### src/rtl/core/rspe_pkg.sv
package rspe_pkg;

    localparam int MAX_PARITY_DEF = 40;
    localparam logic [5:0] PARITY_COUNT_RESET = 6'd7;
    localparam logic [7:0] GF_POLY_LOW = 8'h1D;

    typedef struct packed {
        logic [7:0] data_byte;
        logic       block_end;
    } rspe_in_t;

    typedef struct packed {
        logic [7:0] parity_byte;
        logic       last_parity;
    } rspe_out_t;

    typedef struct packed {
        logic init;
        logic gen_step;
        logic advance;
        logic load;
        logic shift;
    } rspe_ctrl_t;

    function automatic logic [7:0] gf_xtime(input logic [7:0] x);
        return {x[6:0], 1'b0} ^ (x[7] ? GF_POLY_LOW : 8'h00);
    endfunction

    function automatic logic [7:0] gf_mul(input logic [7:0] a, input logic [7:0] b);
        logic [7:0] x;
        logic [7:0] acc;
        x   = a;
        acc = '0;
        for (int i = 0; i < 8; i++) begin
            if (b[i]) begin
                acc = acc ^ x;
            end
            x = gf_xtime(x);
        end
        return acc;
    endfunction

endpackage

### src/rtl/core/rspe_cell.sv
module rspe_cell
    import rspe_pkg::*;
(
    input  logic       aclk,
    input  rspe_ctrl_t ctrl,
    input  logic [7:0] feedback,
    input  logic [7:0] root,
    input  logic [7:0] rem_up,
    input  logic [7:0] out_up,
    input  logic [7:0] coef_up,
    output logic [7:0] rem_q,
    output logic [7:0] out_q,
    output logic [7:0] coef_q
);

    logic [7:0] rem_reg;
    logic [7:0] out_reg;
    logic [7:0] coef_reg;
    logic [7:0] rem_next;

    assign rem_next = rem_up ^ gf_mul(coef_reg, feedback);

    always_ff @(posedge aclk) begin
        if (ctrl.init) begin
            rem_reg <= '0;
        end else if (ctrl.advance) begin
            rem_reg <= ctrl.load ? 8'h00 : rem_next;
        end

        if (ctrl.load) begin
            out_reg <= rem_next;
        end else if (ctrl.shift) begin
            out_reg <= out_up;
        end

        if (ctrl.init) begin
            coef_reg <= '0;
        end else if (ctrl.gen_step) begin
            coef_reg <= coef_reg ^ gf_mul(coef_up, root);
        end
    end

    assign rem_q  = rem_reg;
    assign out_q  = out_reg;
    assign coef_q = coef_reg;

endmodule

### config.mk
export PLATFORM = sky130hd
export DESIGN_NAME = rspe_cell
export DESIGN_NICKNAME = d
export VERILOG_FILES = /design/src/rtl/core/rspe_pkg.sv /design/src/rtl/core/rspe_cell.sv
export SDC_FILE = /design/constraint.sdc
export NUM_CORES = 1
export LEC_CHECK = 0
export BUFFER_PORTS_ARGS = -buffer_cell sky130_fd_sc_hd__buf_2
export CAP_MARGIN = 20
export CORE_ASPECT_RATIO = 0.9
export CORE_MARGIN = 2
export CORE_UTILIZATION = 45
export DETAILED_ROUTE_END_ITERATION = 6
export PLACE_DENSITY = 0.67
export SLEW_MARGIN = 40
export SYNTH_ARGS = -nofsm -noshare
export SYNTH_HDL_FRONTEND = slang
export SYNTH_SLANG_ARGS = --single-unit
export TNS_END_PERCENT = 100
### constraint.sdc
create_clock -name aclk -period 3 [get_ports aclk]
set_clock_uncertainty 0.15 [all_clocks]
set_input_delay 0.6 -clock aclk [delete_from_list [all_inputs] [get_ports aclk]]
set_output_delay 0.6 -clock aclk [all_outputs]
set_load 0.03 [all_outputs]
# Word level (Yosys, flattened, before mapping)
# Index checks and enable logic that the tools add are counted.
[classes]
reduce_logical = 1
n_mux = 49
bitwise = 30
[ops]
columns = ["op", "count"]
rows = [
  ["8-bit two-way mux", 35],
  ["8-bit XOR", 16],
  ["8-bit by 5-bit XOR with 8-bit output", 14],
  ["5-bit two-way mux", 14],
  ["2-bit nonzero test", 1],
]
[word_totals]
elab_cells = 83
ff_bits = 24

# Depth between registers and ports, before layout
[depth]
word_depth = 32
depth_mapped = 9

# Worst setup path after synthesis
# OpenSTA, ideal clock, no wires.
[synth_timing]
kind = "register to register"
startpoint = "reg coef_reg[7] (netlist: coef_q[7])"
endpoint = "reg out_reg[4] (netlist: out_q[4]) (data pin)"
period_less_slack_ps = 2613
path_buffers = 1
path_stages_with_launch = 8
required_ps = 2590
arrival_ps = 2203
slack_ps = 387
setup_time_ps = 260
path_cell_list = "dfxtp_1 clkbuf_8 xor2_1 xnor2_1 nand2_1 xnor2_1 xnor3_1 mux2_2"
[synth_between]
elab_chain_len = 18
[synth_lines]
columns = ["element", "line", "source"]
rows = [
  ["start, declared", "rspe_cell.sv:18", "logic [7:0] coef_reg;"],
  ["start signal, assigned", "rspe_cell.sv:39", "coef_reg <= coef_reg ^ gf_mul(coef_up, root);"],
  ["5-bit two-way mux (*)", "rspe_pkg.sv:26", "return {x[6:0], 1'b0} ^ (x[7] ? GF_POLY_LOW : 8'h00);"],
  ["8-bit by 5-bit XOR with 8-bit output (*)", "rspe_pkg.sv:26", ""],
  ["8-bit XOR", "rspe_pkg.sv:36", "acc = acc ^ x;"],
  ["8-bit two-way mux", "rspe_pkg.sv:35", "if (b[i]) begin"],
  ["8-bit XOR", "rspe_pkg.sv:36", ""],
  ["8-bit two-way mux", "rspe_pkg.sv:35", ""],
  ["8-bit XOR", "rspe_pkg.sv:36", ""],
  ["8-bit two-way mux", "rspe_pkg.sv:35", ""],
  ["[2 not listed]", "n/a", ""],
  ["8-bit XOR", "rspe_pkg.sv:36", ""],
  ["8-bit two-way mux", "rspe_pkg.sv:35", ""],
  ["8-bit XOR", "rspe_pkg.sv:36", ""],
  ["8-bit two-way mux", "rspe_pkg.sv:35", ""],
  ["8-bit XOR", "rspe_pkg.sv:36", ""],
  ["8-bit two-way mux (*)", "rspe_pkg.sv:35", ""],
  ["8-bit XOR (*)", "rspe_cell.sv:21", "assign rem_next = rem_up ^ gf_mul(coef_reg, feedback);"],
  ["8-bit two-way mux (*)", "rspe_cell.sv:30", "if (ctrl.load) begin"],
  ["end signal, assigned", "rspe_cell.sv:31", "out_reg <= rem_next;"],
  ["end signal, assigned", "rspe_cell.sv:33", "out_reg <= out_up;"],
  ["end, declared", "rspe_cell.sv:17", "logic [7:0] out_reg;"],
]
# Every way passes the cells marked *; elsewhere a longest branch is shown, timed or not.
# A chain may end at the register's enable or synchronous reset.

# Worst setup path in the final report
[layout_timing]
startpoint = "reg coef_reg[6] (netlist: coef_q[6])"
endpoint = "reg out_reg[4] (netlist: out_q[4]) (data pin)"
[layout_between]
elab_chain_len = 17
[layout_lines]
columns = ["element", "line"]
rows = [
  ["8-bit by 5-bit XOR with 8-bit output (*)", "rspe_pkg.sv:26"],
  ["5-bit two-way mux (*)", "rspe_pkg.sv:26"],
  ["8-bit by 5-bit XOR with 8-bit output (*)", "rspe_pkg.sv:26"],
  ["8-bit XOR", "rspe_pkg.sv:36"],
  ["8-bit two-way mux", "rspe_pkg.sv:35"],
  ["8-bit XOR", "rspe_pkg.sv:36"],
  ["8-bit two-way mux", "rspe_pkg.sv:35"],
  ["8-bit XOR", "rspe_pkg.sv:36"],
  ["8-bit two-way mux", "rspe_pkg.sv:35"],
  ["8-bit XOR", "rspe_pkg.sv:36"],
  ["8-bit two-way mux", "rspe_pkg.sv:35"],
  ["8-bit XOR", "rspe_pkg.sv:36"],
  ["8-bit two-way mux", "rspe_pkg.sv:35"],
  ["8-bit XOR", "rspe_pkg.sv:36"],
  ["8-bit two-way mux (*)", "rspe_pkg.sv:35"],
  ["8-bit XOR (*)", "rspe_cell.sv:21"],
  ["8-bit two-way mux (*)", "rspe_cell.sv:30"],
]
# Marks and branches as above.

==> results.tsv <==
metric	value	unit
root_buffer	clkbuf_8	
dp_cells	563	
fin_nets	518	
power_density	1092	nW/µm²
synth-edff-count	8	
ir_drop	0.5611	mV
synth_top_family_by_area	XOR/XNOR gates	
seq_area_frac_synth	15.69	%
die_area	8671	µm²
firstDrtPassIters	5	
cts_max_level	1	
final.period_utilization	88.14	%
final_cell_mix	115 x nand2_1, 74 x xnor2_1, 69 x buf_2, 44 x xor2_1, 19 x xnor3_1	
wl_per_cell	15.11	µm
yosysWarnings	0	
crit_arrival	2.51	ns
clockPowerShare	6.5	%
max_cap_viol_count	0	
route.detailed.drc	0	
via_per_inst	5.109	
die_y	88.54	µm
crit_chain	inv_1 > xnor2_1 > nand2_1 > xnor2_1 > xnor3_1 > mux2_2	
diodes	0	
overflow	0	
synth-simple-area-share	20.20	%
worst-slew-pin-transition	0.5602	ns
worstPathMaxFanout	6	
grt_max_degree	23	
clockBufferDepth	2	
clkLatencyLatePin	0.27	ns
switching_share	44.66	%
cts_setup_buffers	0	
hold_viol	0	
dpl.hpwl	6.606	mm
syn_inst	427	
yosys-mux-area-fraction	3.046	%
leakagePower	1.783	nW
rows	30	
ctsResizeCount	0	
drt.antenna.violating_nets	0	
cts_sinks	24	
num_vias	2897	
antenna_found_initial	0	
drt-total-wl	8.566	mm
fin_crit	2.644	ns
instances_no_fill	567	
synthAdderAreaFrac	0	%
ys_ff_latch	24	
slew_headroom	62.39	%
slowest_stage	dfxtp_1	
cp_top_family	XOR/XNOR gates	
power_switching	0.001938	W
whs	0.4281	ns
setup_violations	0	
crit_buf_inv	1	
syn_to_final_growth	11.17	%
final_common_cell	nand2_1	
synth_area	3573	µm²
core-area	7620	µm²
die_x	97.93	µm
avgSynthCellArea	8.369	µm²
critPathKind	reg2reg	
drive_gt1_share	22.29	%
clk_pin_slew	0.09	ns
fin_util	52.13	%
p_seq_share	14.9	%
synth-compound-area-share	5.987	%
synth_cell_types	41	
synth-xor-area-share	48.70	%
hp-class	reg2reg	
port_buffers	69	
final_max_slew_viol_count	0	
worstPathRequired	2.87	ns
power.internal	0.002401	W
cpPeakStageDelay	0.54	ns
hold_buffers	0	
worstSetupEndpointType	flip-flop	
combPwrFrac	78.5	%
cts_made_buffers	3	
grt_util_all_layers	19.74	%
drt_iter0_drc	176	
setup_slack	0.3557	ns
status	finished, final reports clean	
dp_slack	0.2804	ns
ys_async_sr_fraction	0	%
grt_pass1_wl	13.96	mm
grt_pass1_vias	2787	
cts_tree	built	
synth_nets	473	
cp_common_cell	xnor2_1	
yosys_most_used_dff	dfxtp_1	
rsz0062_at_grt	no	
io_pins	70	
fin_setup_tns	0	ns
initial_utilization	46.90	%
start_kind	flip-flop	
gp_congestion	0.8923	
max_freq	378.2	MHz
==> metrics by stage <==
| step | total power [W] | instance area (µm²) |
|---|---|---|
| finish | 0.004339 | 3973 |
| global route | 0.004640 | 3973 |
| CTS | 0.004339 | 3973 |
| detailed placement | 0.004033 | 3901 |
| global placement | 0.003995 | 3901 |
| floorplan | 0.003355 | 3573 |
==> power by group through the flow <==
stage	Combinational [W]	Clock (W)	Sequential [W]
after floorplan	0.00250	0	0.000854
after global placement	0.00334	0	0.000651
after detailed placement	0.00338	0	0.000656
after CTS	0.00340	0.000290	0.000649
after global routing	0.00367	0.000301	0.000666
final	0.00341	0.000284	0.000648
==> final cells by class <==
cell class,count,area (µm²)
clock buffer,3,41.29
fill,725,3647
inverter,4,15.01
clock inverter,1,30.03
tap,96,120.1
timing repair buffer,79,420.4
multi-input combinational,360,2785
sequential,24,560.5
==> final timing paths <==
| kind | startpoint | end | slack [ns] | cells after the start |
|---|---|---|---|---|
| max reg2reg | coef_q[6] | out_q[4] | 0.36 | 6 |
| min | rem_q[2] | rem_q[2] | 0.43 | 3 |
| max | coef_q[6] | out_q[4] | 0.36 | 6 |
| min reg2reg | rem_q[2] | rem_q[2] | 0.43 | 3 |
==> cells in the mapped netlist (2+ instances only) <==
library cell	number	area share, %
a21oi_1	16	2.2
a22oi_1	2	0.42
a31o_2	6	1.5
buf_2	7	0.98
buf_4	6	1.3
buf_6	3	0.95
clkbuf_1	19	2.0
clkbuf_2	2	0.28
dfxtp_1	16	9.0
edfxtp_1	8	6.7
inv_1	4	0.42
mux2_2	7	2.2
mux2i_1	3	0.84
nand2_1	115	12
nand2b_1	12	2.1
nand4_1	2	0.35
nor2_1	14	1.5
nor2b_1	15	2.6
nor3_1	2	0.28
nor3b_1	2	0.42
nor4_1	2	0.35
o21ai_0	4	0.56
o22ai_1	2	0.35
xnor2_1	74	18
xnor3_1	19	12
xor2_1	44	11
xor2_2	2	0.91
xor2_4	3	2.3
xor3_1	4	2.7
==> logic make-up after synthesis <==
| family | count (synthesis) |
|---|---|
| flip-flops | 24 |
| AO/OA/AOI/OAI | 34 |
| AND/OR/NAND/NOR | 167 |
| multiplexers | 10 |
| XOR/XNOR | 149 |
| buffers and inverters | 43 |
==> per-layer routing <==
| layer | wire (µm) | global-route usage, % | share of wire, % | vias to the layer above |
|---|---|---|---|---|
| met3 | 493 | 2.291 | 5.8 | 2 |
| met5 | 0 | 0 | 0 | - |
| met1 | 4204 | 30.28 | 49 | 1366 |
| li1 | - | - | - | 1436 |
| met4 | 19 | 1.768 | 0.22 | 0 |
| met2 | 3848 | 31.13 | 45 | 93 |
==> flip-flops by register name, summed over array words and instances, names as in the netlist <==
name / cells
out_q: 8
coef_q: 8
rem_q: 8
==> worst register-to-register path, stage by stage, from the launching register on <==
cell	delay [ns]
dfxtp_1	0.54
inv_1	0.19
xnor2_1	0.52
nand2_1	0.14
xnor2_1	0.16
xnor3_1	0.44
mux2_2	0.27
(Power assumes the default switching activity.)
